### src/rtl/skstk_pkg.sv
package skstk_pkg;

	// Default sizes of the block
	localparam int unsigned NUM_STACKS_DEF = 4;
	localparam int unsigned CAPACITY_DEF   = 64;
	localparam int unsigned DATA_WIDTH_DEF = 32;

	// Fixed widths of the channel words
	localparam int unsigned VALUE_W = 32;
	localparam int unsigned ID_W    = 2;

	typedef enum logic {
		REQ_PUSH = 1'b0,
		REQ_POP  = 1'b1
	} req_type_t;

	typedef enum logic [1:0] {
		STAT_OK    = 2'd0,
		STAT_FULL  = 2'd1,
		STAT_EMPTY = 2'd2
	} status_t;

	// Index width for a table of n entries, never below one bit
	function automatic int unsigned idx_w(input int unsigned n);
		return (n > 1) ? $clog2(n) : 1;
	endfunction

endpackage

### src/rtl/skstk_if.sv
// Request channel: one word per push or pop
interface skstk_req_if import skstk_pkg::*; ();
	logic                      valid;
	logic                      ready;
	logic                      req_type;
	logic [ID_W-1:0]           stack_id;
	logic signed [VALUE_W-1:0] push_value;

	modport source (output valid, req_type, stack_id, push_value, input ready);
	modport sink   (input valid, req_type, stack_id, push_value, output ready);
endinterface

// Response channel: one word per request
interface skstk_rsp_if import skstk_pkg::*; ();
	logic                      valid;
	logic                      ready;
	logic signed [VALUE_W-1:0] pop_value;
	logic [1:0]                status;

	modport source (output valid, pop_value, status, input ready);
	modport sink   (input valid, pop_value, status, output ready);
endinterface

### src/rtl/shared_buffer_k_stacks.sv
// Several LIFO stacks share one buffer of CAPACITY slots; free slots are
// chained in a free list and each stack chains its slots from the top down.
// Every request word gives exactly one response word: status OK, FULL (push
// with no free slot) or EMPTY (pop of an empty stack); a refused request
// changes nothing and returns pop_value zero. Requests are handled one at a
// time: a push or a refused pop reads the stack top and slot link in
// parallel, then a push writes them back; a successful pop takes an extra
// S_SLOT step because the slot address comes from the stack top read. A
// finished response sits in an output register; the block holds its last
// step while that register is still full. Stack ids at or above NUM_STACKS
// wrap modulo NUM_STACKS. No clearing pass is needed after reset.
module shared_buffer_k_stacks import skstk_pkg::*; #(
	parameter int unsigned NUM_STACKS = NUM_STACKS_DEF,
	parameter int unsigned CAPACITY   = CAPACITY_DEF,
	parameter int unsigned DATA_WIDTH = DATA_WIDTH_DEF
) (
	input  logic         clk,
	input  logic         arst_n,
	skstk_req_if.sink    req,
	skstk_rsp_if.source  rsp
);

	localparam int unsigned AW = $clog2(CAPACITY);
	localparam int unsigned LW = $clog2(CAPACITY + 1);
	localparam int unsigned SW = idx_w(NUM_STACKS);
	localparam logic [LW-1:0] NULL_LINK = LW'(CAPACITY);

	typedef enum logic [1:0] {
		S_IDLE,
		S_HEAD,
		S_SLOT
	} state_t;

	state_t                  state_q;
	req_type_t               op_q;
	logic [SW-1:0]           sid_q;
	logic [DATA_WIDTH-1:0]   val_q;
	logic [LW-1:0]           free_head_q;
	logic                    rsp_valid_q;
	logic [VALUE_W-1:0]      rsp_value_q;
	status_t                 rsp_status_q;

	logic [6:0]              sid_mod;
	logic [SW-1:0]           sid_next;
	logic                    accept;
	logic                    out_free;
	logic                    head_null;
	logic                    free_null;
	logic                    finish_push;
	logic                    finish_empty;
	logic                    finish_pop;
	logic                    go_slot;

	logic                    head_wr_en;
	logic [LW-1:0]           head_wr_data;
	logic [LW-1:0]           head_rd;

	logic                    slot_rd_en;
	logic [AW-1:0]           slot_rd_addr;
	logic [DATA_WIDTH-1:0]   slot_data_rd;
	logic [LW-1:0]           slot_link_rd;
	logic [AW-1:0]           slot_wr_addr;
	logic [DATA_WIDTH-1:0]   slot_wr_data;
	logic [LW-1:0]           slot_wr_link;

	logic signed [DATA_WIDTH-1:0] pop_data_s;
	logic [VALUE_W-1:0]           pop_word;

	// Stack id wraps modulo NUM_STACKS (two-bit id, at most three subtracts)
	always_comb begin
		sid_mod = 7'(req.stack_id);
		for (int i = 0; i < 3; i++) begin
			if (sid_mod >= 7'(NUM_STACKS)) begin
				sid_mod = sid_mod - 7'(NUM_STACKS);
			end
		end
	end
	assign sid_next = SW'(sid_mod);

	// Handshake and step decode
	assign req.ready    = (state_q == S_IDLE);
	assign accept       = req.valid && req.ready;
	assign out_free     = !rsp_valid_q || rsp.ready;
	assign head_null    = (head_rd >= NULL_LINK);
	assign free_null    = (free_head_q >= NULL_LINK);
	assign finish_push  = (state_q == S_HEAD) && (op_q == REQ_PUSH) && out_free;
	assign finish_empty = (state_q == S_HEAD) && (op_q == REQ_POP) && head_null && out_free;
	assign go_slot      = (state_q == S_HEAD) && (op_q == REQ_POP) && !head_null;
	assign finish_pop   = (state_q == S_SLOT) && out_free;

	// Write-back: push puts the free head slot on top, linked to the old top,
	// pop hands the top slot to the free list
	assign head_wr_en   = (finish_push && !free_null) || finish_pop;
	assign head_wr_data = finish_pop ? slot_link_rd : free_head_q;

	assign slot_rd_en   = accept || go_slot;
	assign slot_rd_addr = go_slot ? head_rd[AW-1:0] : free_head_q[AW-1:0];
	assign slot_wr_addr = finish_pop ? head_rd[AW-1:0] : free_head_q[AW-1:0];
	assign slot_wr_data = finish_pop ? slot_data_rd : val_q;
	assign slot_wr_link = finish_pop ? free_head_q : head_rd;

	// Popped word: sign-extend from DATA_WIDTH, keep 32 bits
	assign pop_data_s = slot_data_rd;
	assign pop_word   = 32'(pop_data_s);

	skstk_head_mem #(
		.NUM_STACKS (NUM_STACKS),
		.CAPACITY   (CAPACITY)
	) u_head_mem (
		.clk     (clk),
		.arst_n  (arst_n),
		.rd_en   (accept),
		.rd_addr (sid_next),
		.rd_data (head_rd),
		.wr_en   (head_wr_en),
		.wr_addr (sid_q),
		.wr_data (head_wr_data)
	);

	skstk_slot_mem #(
		.CAPACITY   (CAPACITY),
		.DATA_WIDTH (DATA_WIDTH)
	) u_slot_mem (
		.clk     (clk),
		.arst_n  (arst_n),
		.rd_en   (slot_rd_en),
		.rd_addr (slot_rd_addr),
		.rd_data (slot_data_rd),
		.rd_link (slot_link_rd),
		.wr_en   (head_wr_en),
		.wr_addr (slot_wr_addr),
		.wr_data (slot_wr_data),
		.wr_link (slot_wr_link)
	);

	// Sequencer, free head and response register
	always_ff @(posedge clk or negedge arst_n) begin
		if (!arst_n) begin
			state_q      <= S_IDLE;
			op_q         <= REQ_PUSH;
			sid_q        <= '0;
			val_q        <= '0;
			free_head_q  <= '0;
			rsp_valid_q  <= 1'b0;
			rsp_value_q  <= '0;
			rsp_status_q <= STAT_OK;
		end else begin
			// Drain the response word unless a new one replaces it now
			if (rsp_valid_q && rsp.ready
					&& !finish_push && !finish_empty && !finish_pop) begin
				rsp_valid_q <= 1'b0;
			end

			case (state_q)
				S_IDLE: begin
					if (accept) begin
						op_q    <= req_type_t'(req.req_type);
						sid_q   <= sid_next;
						val_q   <= DATA_WIDTH'($unsigned(req.push_value));
						state_q <= S_HEAD;
					end
				end
				S_HEAD: begin
					if (finish_push) begin
						if (!free_null) begin
							free_head_q <= slot_link_rd;
						end
						rsp_valid_q  <= 1'b1;
						rsp_value_q  <= '0;
						rsp_status_q <= free_null ? STAT_FULL : STAT_OK;
						state_q      <= S_IDLE;
					end else if (finish_empty) begin
						rsp_valid_q  <= 1'b1;
						rsp_value_q  <= '0;
						rsp_status_q <= STAT_EMPTY;
						state_q      <= S_IDLE;
					end else if (go_slot) begin
						state_q <= S_SLOT;
					end
				end
				S_SLOT: begin
					if (finish_pop) begin
						free_head_q  <= head_rd;
						rsp_valid_q  <= 1'b1;
						rsp_value_q  <= pop_word;
						rsp_status_q <= STAT_OK;
						state_q      <= S_IDLE;
					end
				end
				default: begin
					state_q <= S_IDLE;
				end
			endcase
		end
	end

	assign rsp.valid     = rsp_valid_q;
	assign rsp.pop_value = rsp_value_q;
	assign rsp.status    = rsp_status_q;

	// A push never links a slot while the free list is empty
	a_no_push_when_full: assert property (@(posedge clk) disable iff (!arst_n)
		(head_wr_en && (op_q == REQ_PUSH)) |-> !free_null)
		else $error("push committed with empty free list");

	// Refused requests return a zero word
	a_refused_zero: assert property (@(posedge clk) disable iff (!arst_n)
		(rsp_valid_q && (rsp_status_q != STAT_OK)) |-> (rsp_value_q == '0))
		else $error("refused request returned nonzero word");

	// A pop returns its slot to the head of the free list
	a_pop_frees_slot: assert property (@(posedge clk) disable iff (!arst_n)
		finish_pop |=> (free_head_q == $past(head_rd)))
		else $error("popped slot not placed on free list");

endmodule

### src/rtl/skstk_slot_mem.sv
// Slot memory: data word and link word per slot, one write and one read port.
// Slots at or above the fill mark were never written; their link reads as
// the next slot index, which is the free chain left by reset.
module skstk_slot_mem import skstk_pkg::*; #(
	parameter int unsigned CAPACITY   = CAPACITY_DEF,
	parameter int unsigned DATA_WIDTH = DATA_WIDTH_DEF
) (
	input  logic                           clk,
	input  logic                           arst_n,
	input  logic                           rd_en,
	input  logic [$clog2(CAPACITY)-1:0]    rd_addr,
	output logic [DATA_WIDTH-1:0]          rd_data,
	output logic [$clog2(CAPACITY+1)-1:0]  rd_link,
	input  logic                           wr_en,
	input  logic [$clog2(CAPACITY)-1:0]    wr_addr,
	input  logic [DATA_WIDTH-1:0]          wr_data,
	input  logic [$clog2(CAPACITY+1)-1:0]  wr_link
);

	localparam int unsigned AW = $clog2(CAPACITY);
	localparam int unsigned LW = $clog2(CAPACITY + 1);
	localparam int unsigned WW = DATA_WIDTH + LW;

	logic [WW-1:0] mem [CAPACITY];
	logic [WW-1:0] rd_word_q;
	logic [AW-1:0] rd_addr_q;
	logic          rd_fresh_q;
	logic [LW-1:0] fill_q;

	// Memory array, registered read
	always_ff @(posedge clk) begin
		if (wr_en) begin
			mem[wr_addr] <= {wr_data, wr_link};
		end
		if (rd_en) begin
			rd_word_q  <= mem[rd_addr];
			rd_addr_q  <= rd_addr;
			rd_fresh_q <= (LW'(rd_addr) >= fill_q);
		end
	end

	// Fill mark: slots are first touched in index order
	always_ff @(posedge clk or negedge arst_n) begin
		if (!arst_n) begin
			fill_q <= '0;
		end else if (wr_en && (LW'(wr_addr) == fill_q)) begin
			fill_q <= fill_q + LW'(1);
		end
	end

	assign rd_data = rd_word_q[WW-1:LW];
	assign rd_link = rd_fresh_q ? (LW'(rd_addr_q) + LW'(1)) : rd_word_q[LW-1:0];

	// Writes never skip past an untouched slot
	a_wr_within_fill: assert property (@(posedge clk) disable iff (!arst_n)
		wr_en |-> (LW'(wr_addr) <= fill_q))
		else $error("slot write beyond fill mark");

endmodule

### src/rtl/skstk_head_mem.sv
// Stack top table: one entry per stack, registered read. Entries never
// written since reset read as the null link.
module skstk_head_mem import skstk_pkg::*; #(
	parameter int unsigned NUM_STACKS = NUM_STACKS_DEF,
	parameter int unsigned CAPACITY   = CAPACITY_DEF
) (
	input  logic                           clk,
	input  logic                           arst_n,
	input  logic                           rd_en,
	input  logic [idx_w(NUM_STACKS)-1:0]   rd_addr,
	output logic [$clog2(CAPACITY+1)-1:0]  rd_data,
	input  logic                           wr_en,
	input  logic [idx_w(NUM_STACKS)-1:0]   wr_addr,
	input  logic [$clog2(CAPACITY+1)-1:0]  wr_data
);

	localparam int unsigned LW = $clog2(CAPACITY + 1);

	logic [LW-1:0]         mem [NUM_STACKS];
	logic [NUM_STACKS-1:0] valid_q;
	logic [LW-1:0]         rd_data_q;

	// Array and registered read
	always_ff @(posedge clk) begin
		if (wr_en) begin
			mem[wr_addr] <= wr_data;
		end
		if (rd_en) begin
			rd_data_q <= valid_q[rd_addr] ? mem[rd_addr] : LW'(CAPACITY);
		end
	end

	// Per-entry valid bits
	always_ff @(posedge clk or negedge arst_n) begin
		if (!arst_n) begin
			valid_q <= '0;
		end else if (wr_en) begin
			valid_q[wr_addr] <= 1'b1;
		end
	end

	assign rd_data = rd_data_q;

endmodule

### src/flat_wrapper.sv
// flat-port wrapper written by rule: the top's interface ports become plain ports
module shared_buffer_k_stacks_flat import skstk_pkg::*;
#(
	parameter int unsigned NUM_STACKS = NUM_STACKS_DEF,
	parameter int unsigned CAPACITY   = CAPACITY_DEF,
	parameter int unsigned DATA_WIDTH = DATA_WIDTH_DEF
)
  (clk, arst_n, req_valid, req_req_type, req_stack_id, req_push_value, req_ready, rsp_valid, rsp_pop_value, rsp_status, rsp_ready);
  skstk_req_if req_i ();
  skstk_rsp_if rsp_i ();
  input  logic clk;
  input  logic arst_n;
  input wire logic [$bits(req_i.valid)-1:0] req_valid;
  input wire logic [$bits(req_i.req_type)-1:0] req_req_type;
  input wire logic [$bits(req_i.stack_id)-1:0] req_stack_id;
  input wire logic [$bits(req_i.push_value)-1:0] req_push_value;
  output wire logic [$bits(req_i.ready)-1:0] req_ready;
  output wire logic [$bits(rsp_i.valid)-1:0] rsp_valid;
  output wire logic [$bits(rsp_i.pop_value)-1:0] rsp_pop_value;
  output wire logic [$bits(rsp_i.status)-1:0] rsp_status;
  input wire logic [$bits(rsp_i.ready)-1:0] rsp_ready;
  assign req_i.valid = req_valid;
  assign req_i.req_type = req_req_type;
  assign req_i.stack_id = req_stack_id;
  assign req_i.push_value = req_push_value;
  assign req_ready = req_i.ready;
  assign rsp_valid = rsp_i.valid;
  assign rsp_pop_value = rsp_i.pop_value;
  assign rsp_status = rsp_i.status;
  assign rsp_i.ready = rsp_ready;
  shared_buffer_k_stacks #(.NUM_STACKS(NUM_STACKS), .CAPACITY(CAPACITY), .DATA_WIDTH(DATA_WIDTH)) u_core (.clk(clk), .arst_n(arst_n), .req(req_i), .rsp(rsp_i));
endmodule
### config.mk
export PLATFORM = sky130hd
export DESIGN_NAME = shared_buffer_k_stacks_flat
export DESIGN_NICKNAME = d
export VERILOG_FILES = /design/src/rtl/skstk_pkg.sv /design/src/rtl/skstk_if.sv /design/src/rtl/shared_buffer_k_stacks.sv /design/src/rtl/skstk_slot_mem.sv /design/src/rtl/skstk_head_mem.sv /design/src/flat_wrapper.sv
export SDC_FILE = /design/constraint.sdc
export NUM_CORES = 2
export LEC_CHECK = 0
export BUFFER_PORTS_ARGS = -buffer_cell sky130_fd_sc_hd__clkbuf_2
export CORE_AREA = 5 5 439 441
export DETAILED_ROUTE_END_ITERATION = 12
export DIE_AREA = 0 0 444 446
export GPL_ROUTABILITY_DRIVEN = 0
export GPL_TIMING_DRIVEN = 0
export PLACE_DENSITY = 0.7
export SETUP_SLACK_MARGIN = 0.02
export SLEW_MARGIN = 0
export SYNTH_ARGS = -nofsm -noshare
export SYNTH_HDL_FRONTEND = slang
export SYNTH_SLANG_ARGS = --single-unit
### constraint.sdc
create_clock -name clk -period 6.93 [get_ports clk]
set_input_delay 1.386 -clock clk [delete_from_list [all_inputs] [get_ports clk]]
set_output_delay 1.386 -clock clk [all_outputs]
set_load 0.005 [all_outputs]
### Yosys cells after proc, flatten, opt, wreduce, memory -nomap -nowiden

Memories as Yosys holds them, arrays and structs flattened. A register that Yosys moved wholly into a read port is not among the register bits.
Cells that the tools add are included.

| word-level totals | value |
|---|---|
| register bits | 97 |
| latch bits | 0 |
| RAM bits | 2,524 |
| bits in read-only memories | 0 |
| bits of input ports | 39 |
| output and inout port bits | 36 |
| memories | 2 |

Memories:

| memory | words | width | rd ports | clocked after memory_dff | write ports | line | source |
|---|---|---|---|---|---|---|---|
| u_core.u_slot_mem.mem | 64 | 39 | 1 | 1 | 1 | skstk_slot_mem.sv:24 | `logic [WW-1:0] mem [CAPACITY];` |
| u_core.u_head_mem.mem | 4 | 7 | 1 | 1 | 1 | skstk_head_mem.sv:19 | `logic [LW-1:0] mem [NUM_STACKS];` |

| operators by class | value |
|---|---|
| add/subtract/negate cells | 2 |
| $mul | 0 |
| divide/modulo/power cells | 0 |
| $lt $le $gt $ge | 6 |
| equal/unequal tests | 9 |
| shifts and indexed selects | 0 |
| muxes and demuxes | 35 |
| bitwise operators | 2 |
| reduce and logical (&&, ||, !) cells | 31 |

Operator list:

| cell | count |
|---|---|
| 2-to-1 mux 32 bit | 4 |
| one-hot mux 32 bit (2 select lines) | 1 |
| 2-to-1 mux 7 bit | 6 |
| logical AND 1 bit | 15 |
| greater-or-equal comparator 7 bit, second input constant | 2 |
| 2-to-1 mux 2 bit | 7 |
| one-hot mux 7 bit (2 select lines) | 1 |
| 2-to-1 mux 6 bit | 2 |
| 2-to-1 mux 1 bit | 9 |
| adder 6 x 1 -> 7 bit, second input constant | 1 |
| adder 7 x 1 -> 7 bit, second input constant | 1 |
| == test 6 x 7 -> 1 bit | 1 |
| greater-or-equal comparator 6 x 7 -> 1 bit | 1 |
| zero test 1 bit | 7 |
| less-than comparator 2 x 3 -> 1 bit, second input constant | 2 |
| one-hot mux 2 bit (3 select lines) | 1 |
| AND reduction 3 bit | 2 |
| != test 2 x 1 -> 1 bit, second input constant | 2 |
| != test 2 bit, second input constant | 2 |
| != test 4 x 1 -> 1 bit, second input constant | 1 |
| bitwise OR 4 bit | 1 |
| one-hot mux 2 bit (2 select lines) | 1 |
| AND reduction 4 bit | 1 |
| logical OR 1 bit | 3 |
| 11 further kinds | 11 |

### Logic depth before layout (Yosys ltp)

| depth | value |
|---|---|
| depth after elaboration | 11 |
| gate-level depth with buffers | 19 |

### Modules after synthesis

Synthesis repeated with hierarchy kept, for this count alone.

| second synthesis, totals | value |
|---|---|
| cell total of the unflattened synthesis | 4,550 |
| area, all modules | 102,468.3 sq um |

By module, submodules not included:

| module | instances | cells an instance | area each (sq um) | sequential area each (sq um) |
|---|---|---|---|---|
| skstk_slot_mem | 1 | 4,138 | 96,894.2 | 76,508.4 |
| shared_buffer_k_stacks | 1 | 347 | 4,101.4 | 1,976.9 |
| skstk_head_mem | 1 | 65 | 1,472.7 | 1,151.1 |

### Worst setup path before layout

OpenSTA, ideal clock, no wires.

| path | value |
|---|---|
| kind | input -> register |
| start point | input port rsp_ready |
| end point | memory u_core.u_slot_mem.mem[0][6] (netlist bit), data pin |
| arrival | 4.372 ns |
| required time | 6.228 ns |
| path slack | 1.856 ns |
| stages on the path | 4 |
| cell sequence | nand2b_2 nand2_1 clkbuf_1 o21ai_0 |

| between the ends | value |
|---|---|
| cells in the longest elaborated chain, start to end | 3 |

RTL lines:

| element | line | source |
|---|---|---|
| from (decl) | flat_wrapper.sv:21 | `input wire logic [$bits(rsp_i.ready)-1:0] rsp_ready;` |
| logical OR 1 bit | shared_buffer_k_stacks.sv:83 | `assign out_free = !rsp_valid_q \|\| rsp.ready;` |
| logical AND 1 bit | shared_buffer_k_stacks.sv:89 | `assign finish_pop = (state_q == S_SLOT) && out_free;` |
| 2-to-1 mux 7 bit | shared_buffer_k_stacks.sv:100 | `assign slot_wr_link = finish_pop ? free_head_q : head_rd;` |
| named net u_core.slot_wr_link[6] | shared_buffer_k_stacks.sv:64 | `logic [LW-1:0] slot_wr_link;` |
| to (decl) | skstk_slot_mem.sv:24 |  |

The timed path passes the listed nets, and every way through them passes these cells.

### Worst setup path after layout

| path | value |
|---|---|
| start point | register u_core.state_q[1] |
| end point | register u_core.u_slot_mem.rd_word_q[34] (read register of u_core.u_slot_mem.mem), data pin |

| between the ends | value |
|---|---|
| cells in the longest elaborated chain, start to end | 4 |
| elaborated cells on any way between the ends | 7 |
| those cells by class | 1 x eq/ne; 1 x mux; 5 x reduce/logical |

RTL lines:

| element | line | source |
|---|---|---|
| from (decl) | shared_buffer_k_stacks.sv:34 | `state_t state_q;` |
| from (signal assigned) | shared_buffer_k_stacks.sv:139 | `state_q <= S_IDLE;` |
| from (signal assigned) | shared_buffer_k_stacks.sv:160 | `state_q <= S_HEAD;` |
| from (signal assigned) | shared_buffer_k_stacks.sv:171 | `state_q <= S_IDLE;` |
| == test 2 x 1 -> 1 bit | shared_buffer_k_stacks.sv:88 | `assign go_slot = (state_q == S_HEAD) && (op_q == REQ_POP) && !head_null;` |
| logical AND 1 bit (2 in a row) | shared_buffer_k_stacks.sv:88 |  |
| 2-to-1 mux 6 bit or logical OR 1 bit (tied branches) | shared_buffer_k_stacks.sv:97, shared_buffer_k_stacks.sv:96 |  |
| to (decl) | skstk_slot_mem.sv:25 | `logic [WW-1:0] rd_word_q;` |

Several ways; a longest one is shown, not always the timed one.
A chain may end at the register's enable or synchronous reset.

==> metrics <==
status complete, but fails checks; failing checks max-capacitance violations, max-slew violations; final core occ 62.8%; initial antenna violation count 24; initial core utilization 54.4%; Crit-path slowest cell o41ai_1; top cells by area, synth edfxtp_1 (75%), mux2i_1 (12%), o22ai_1 (3.3%), dfrtp_1 (2.2%), o41ai_1 (0.98%); Sink Count 2667; RSZ-0062 raised after global routing no; most frequent cells in the layout edfxtp_1 (2577), mux2i_1 (1254), o22ai_1 (547); critical path data arrival time 6.28 ns; routed via count 60000; die area 198000 um^2; Final Cycle Share 82.1%; CTS root buf clkbuf_16; Post-synth EDFFs 2577; Power per Cell Area 458 nW/um^2; post-synthesis register bit count 2667; Vias/cell 6.76; Final Critical Period 5.69 ns; syn avg cell area 18.2 um^2; chip width 444 um; cts bufs inserted 282; Hold Violations, Final 0; TritonCTS clock tree done; Async S/R FF share, synth 3.37%; Worst Tran Pin Value 1.74 ns; input/output buffers 72; TritonRoute pass-1 iters 12; Worst setup EP type flop; drt total wl 330000 um; clock network latency to the later pin of the worst-skew pair 0.96 ns; Iter 0 DRT Violations 9848; synthesized area 103000 um^2; synthesis-to-finish area growth 15.4%; WP depth 13; final worst slack 1.24 ns; top cell family by delay on the critical path buffers and inverters; commonest non-fill, non-tap cell in the layout edfxtp_1; Routed WL per cell 37.2 um; I/O Pins 75; global-route wire length before repair 449000 um; IR Drop Worst-Case VDD 0.000408 V; kind of critical path reg -> reg; DR DRC count 0; CTS resizes 0; WP buf/inv 5; Synth Net Count 5697; postcts setup bufs 0; Yosys top cell area share 75.3%; total global routing overflow 0; largest net degree at the start of global routing 65; top_reg_cell synth edfxtp_1; critical path cell sequence inv_1 -> ha_1 -> buf_4 -> nand3b_1 -> buf_2 -> nand3_1 -> nand2_1 -> nand2_1 -> buf_2 -> clkbuf_1 -> o22ai_1 -> o41ai_1 -> nand4_1; maximum clock path buffer count 4; max frequency 176 MHz; Leak 43.2 nW; Final #Nets 6207; Max Cap Viol 8; share of cells above drive strength 1 16.1%; GR Util All Layers 32.7%; skew final 0.0756 ns; Setup-failing EPs final 0; Setup crit start kind flop; Post-CTS Hold Buffers 0; Core Rows 160; ANT nets after route 0; Mapped Cells 5647; core region area 189000 um^2; slew margin rel. -17.8%; sequential area share after synthesis 77.5%; Synthesis Warnings 0; Die H 446 um; worst path required time 7.52 ns; Pins Over Slew Limit 34; crit-path max cell delay 1.48 ns; CTS clock-pin slew for the worst setup and hold paths 0.06 ns; hpwl dp 220000 um; crit-path max FO 10; cell taking the most area after synthesis edfxtp_1; htree depth 5; vias in the first global route 57700; Worst Reg-to-Reg Cells 13; Netlist cell types 50; Worst Hold Class in -> async; worst slack, placed 1.65 ns
==> per-layer routing <==
metal  part of all wire, %  vias to the layer above  GRT usage, %
li1                      -                    24000             -
met1                    34                    30200          41.7
met2                    43                     4732          47.9
met3                    15                     1080          11.9
met4                   8.0                        6          20.9
met5                 0.013                        -             0
==> registers in the layout (all words and copies together) (netlist names) <==
signal and flops:
u_core.u_slot_mem.rd_word_q 39, u_core.u_head_mem.rd_data 7, u_core.u_head_mem.mem 28, u_core.u_slot_mem.fill_q 7, u_core.u_head_mem.valid_q 4, u_core.rsp.pop_value 32, u_core.rsp.valid 1, u_core.free_head_q 7
u_core.sid_q 2, u_core.u_slot_mem.mem 2496, u_core.val_q 32, u_core.state_q 2, u_core.rsp.status 2, u_core.u_slot_mem.rd_addr_q 6, u_core.u_slot_mem.rd_fresh_q 1, u_core.op_q 1
==> power breakdown <==
group	total, mW	internal, mW	switching (mW)
Sequential	21.7	21.1	0.535
Combinational	18.6	5.06	13.5
Clock	14.1	8.05	6.01
==> layout make-up <==
cell class,instances,area [um^2]
well taps,2511,3140
repair buffers,226,3390
clock inverters,117,766
clock buffers,364,7620
flip-flops and latches,2667,79600
plain buffers,331,1700
multi-input cells,2632,22300
inverters,17,63.8
fillers,12700,70200
diodes,11,27.5
==> cell usage after synthesis, types with 4 or more instances <==
| library cell | instances |
|---|---|
| ha_1 | 11 |
| inv_1 | 14 |
| edfxtp_1 | 2577 |
| a21oi_1 | 19 |
| o31ai_1 | 40 |
| nand2_1 | 194 |
| nand3_1 | 27 |
| o221ai_1 | 39 |
| o22ai_1 | 547 |
| buf_2 | 186 |
| o21ai_0 | 59 |
| and2_1 | 12 |
| a22oi_1 | 32 |
| nand3b_1 | 4 |
| dfrtp_1 | 90 |
| o22a_1 | 40 |
| buf_4 | 20 |
| mux2_2 | 35 |
| nand4_1 | 51 |
| buf_1 | 20 |
| or2_2 | 4 |
| mux4_2 | 8 |
| nor3_1 | 4 |
| a21o_1 | 6 |
| nor2_1 | 93 |
| xnor2_1 | 8 |
| buf_6 | 19 |
| nand2b_1 | 5 |
| o41ai_1 | 115 |
| clkbuf_1 | 85 |
| mux2i_1 | 1254 |
==> stage by stage <==
step	hold WS (ns)	instance area (um^2)	power (mW)	cells	TNS, ns
6_report	0.444	119000	54.3	8876	0
5_1_grt	0.474	119000	55.1	8866	0
4_1_cts	0.442	119000	53.4	8863	0
3_5_place_dp	0.450	110000	39.6	8382	0
3_3_place_gp	0.448	106000	38.6	8230	-1384.07
2_1_floorplan	0.434	103000	31.0	5647	0
==> kinds of logic (layout without fill, tap and decap cells) <==
kind of cell | count (synthesis) | count (layout) | share of synthesized area (%)
DFF | 2667 | 2667 | 77.5
muxes | 1298 | 1298 | 12.8
AOI/OAI and AO/OA | 905 | 905 | 6.01
and+or+nand+nor | 408 | 408 | 1.78
buffers and inverters | 348 | 1055 | 1.71
adders and majority gates | 11 | 11 | 0.134
xor gates and xnor gates | 10 | 10 | 0.0852
other | 0 | 11 | 0
==> path summary, 6_finish.rpt <==
kind | start | to | slack (ns)
max reg2reg | u_core.state_q[1]$_DFFE_PN0P_ | u_core.u_slot_mem.rd_word_q[34]$_DFFE_PP_ | 1.24
min in group clk | u_core.u_head_mem.valid_q[0]$_DFFE_PN0P_ | u_core.u_head_mem.valid_q[0]$_DFFE_PN0P_ | 0.47
min reg2reg | u_core.u_head_mem.valid_q[0]$_DFFE_PN0P_ | u_core.u_head_mem.valid_q[0]$_DFFE_PN0P_ | 0.47
max in group asynchronous | arst_n | u_core.val_q[17]$_DFFE_PN0P_ | 5.68
max | u_core.state_q[1]$_DFFE_PN0P_ | u_core.u_slot_mem.rd_word_q[34]$_DFFE_PP_ | 1.24
min | arst_n | u_core.rsp.pop_value[0]$_DFFE_PN0P_ | 0.44
Power figures use the tool's default switching activity.
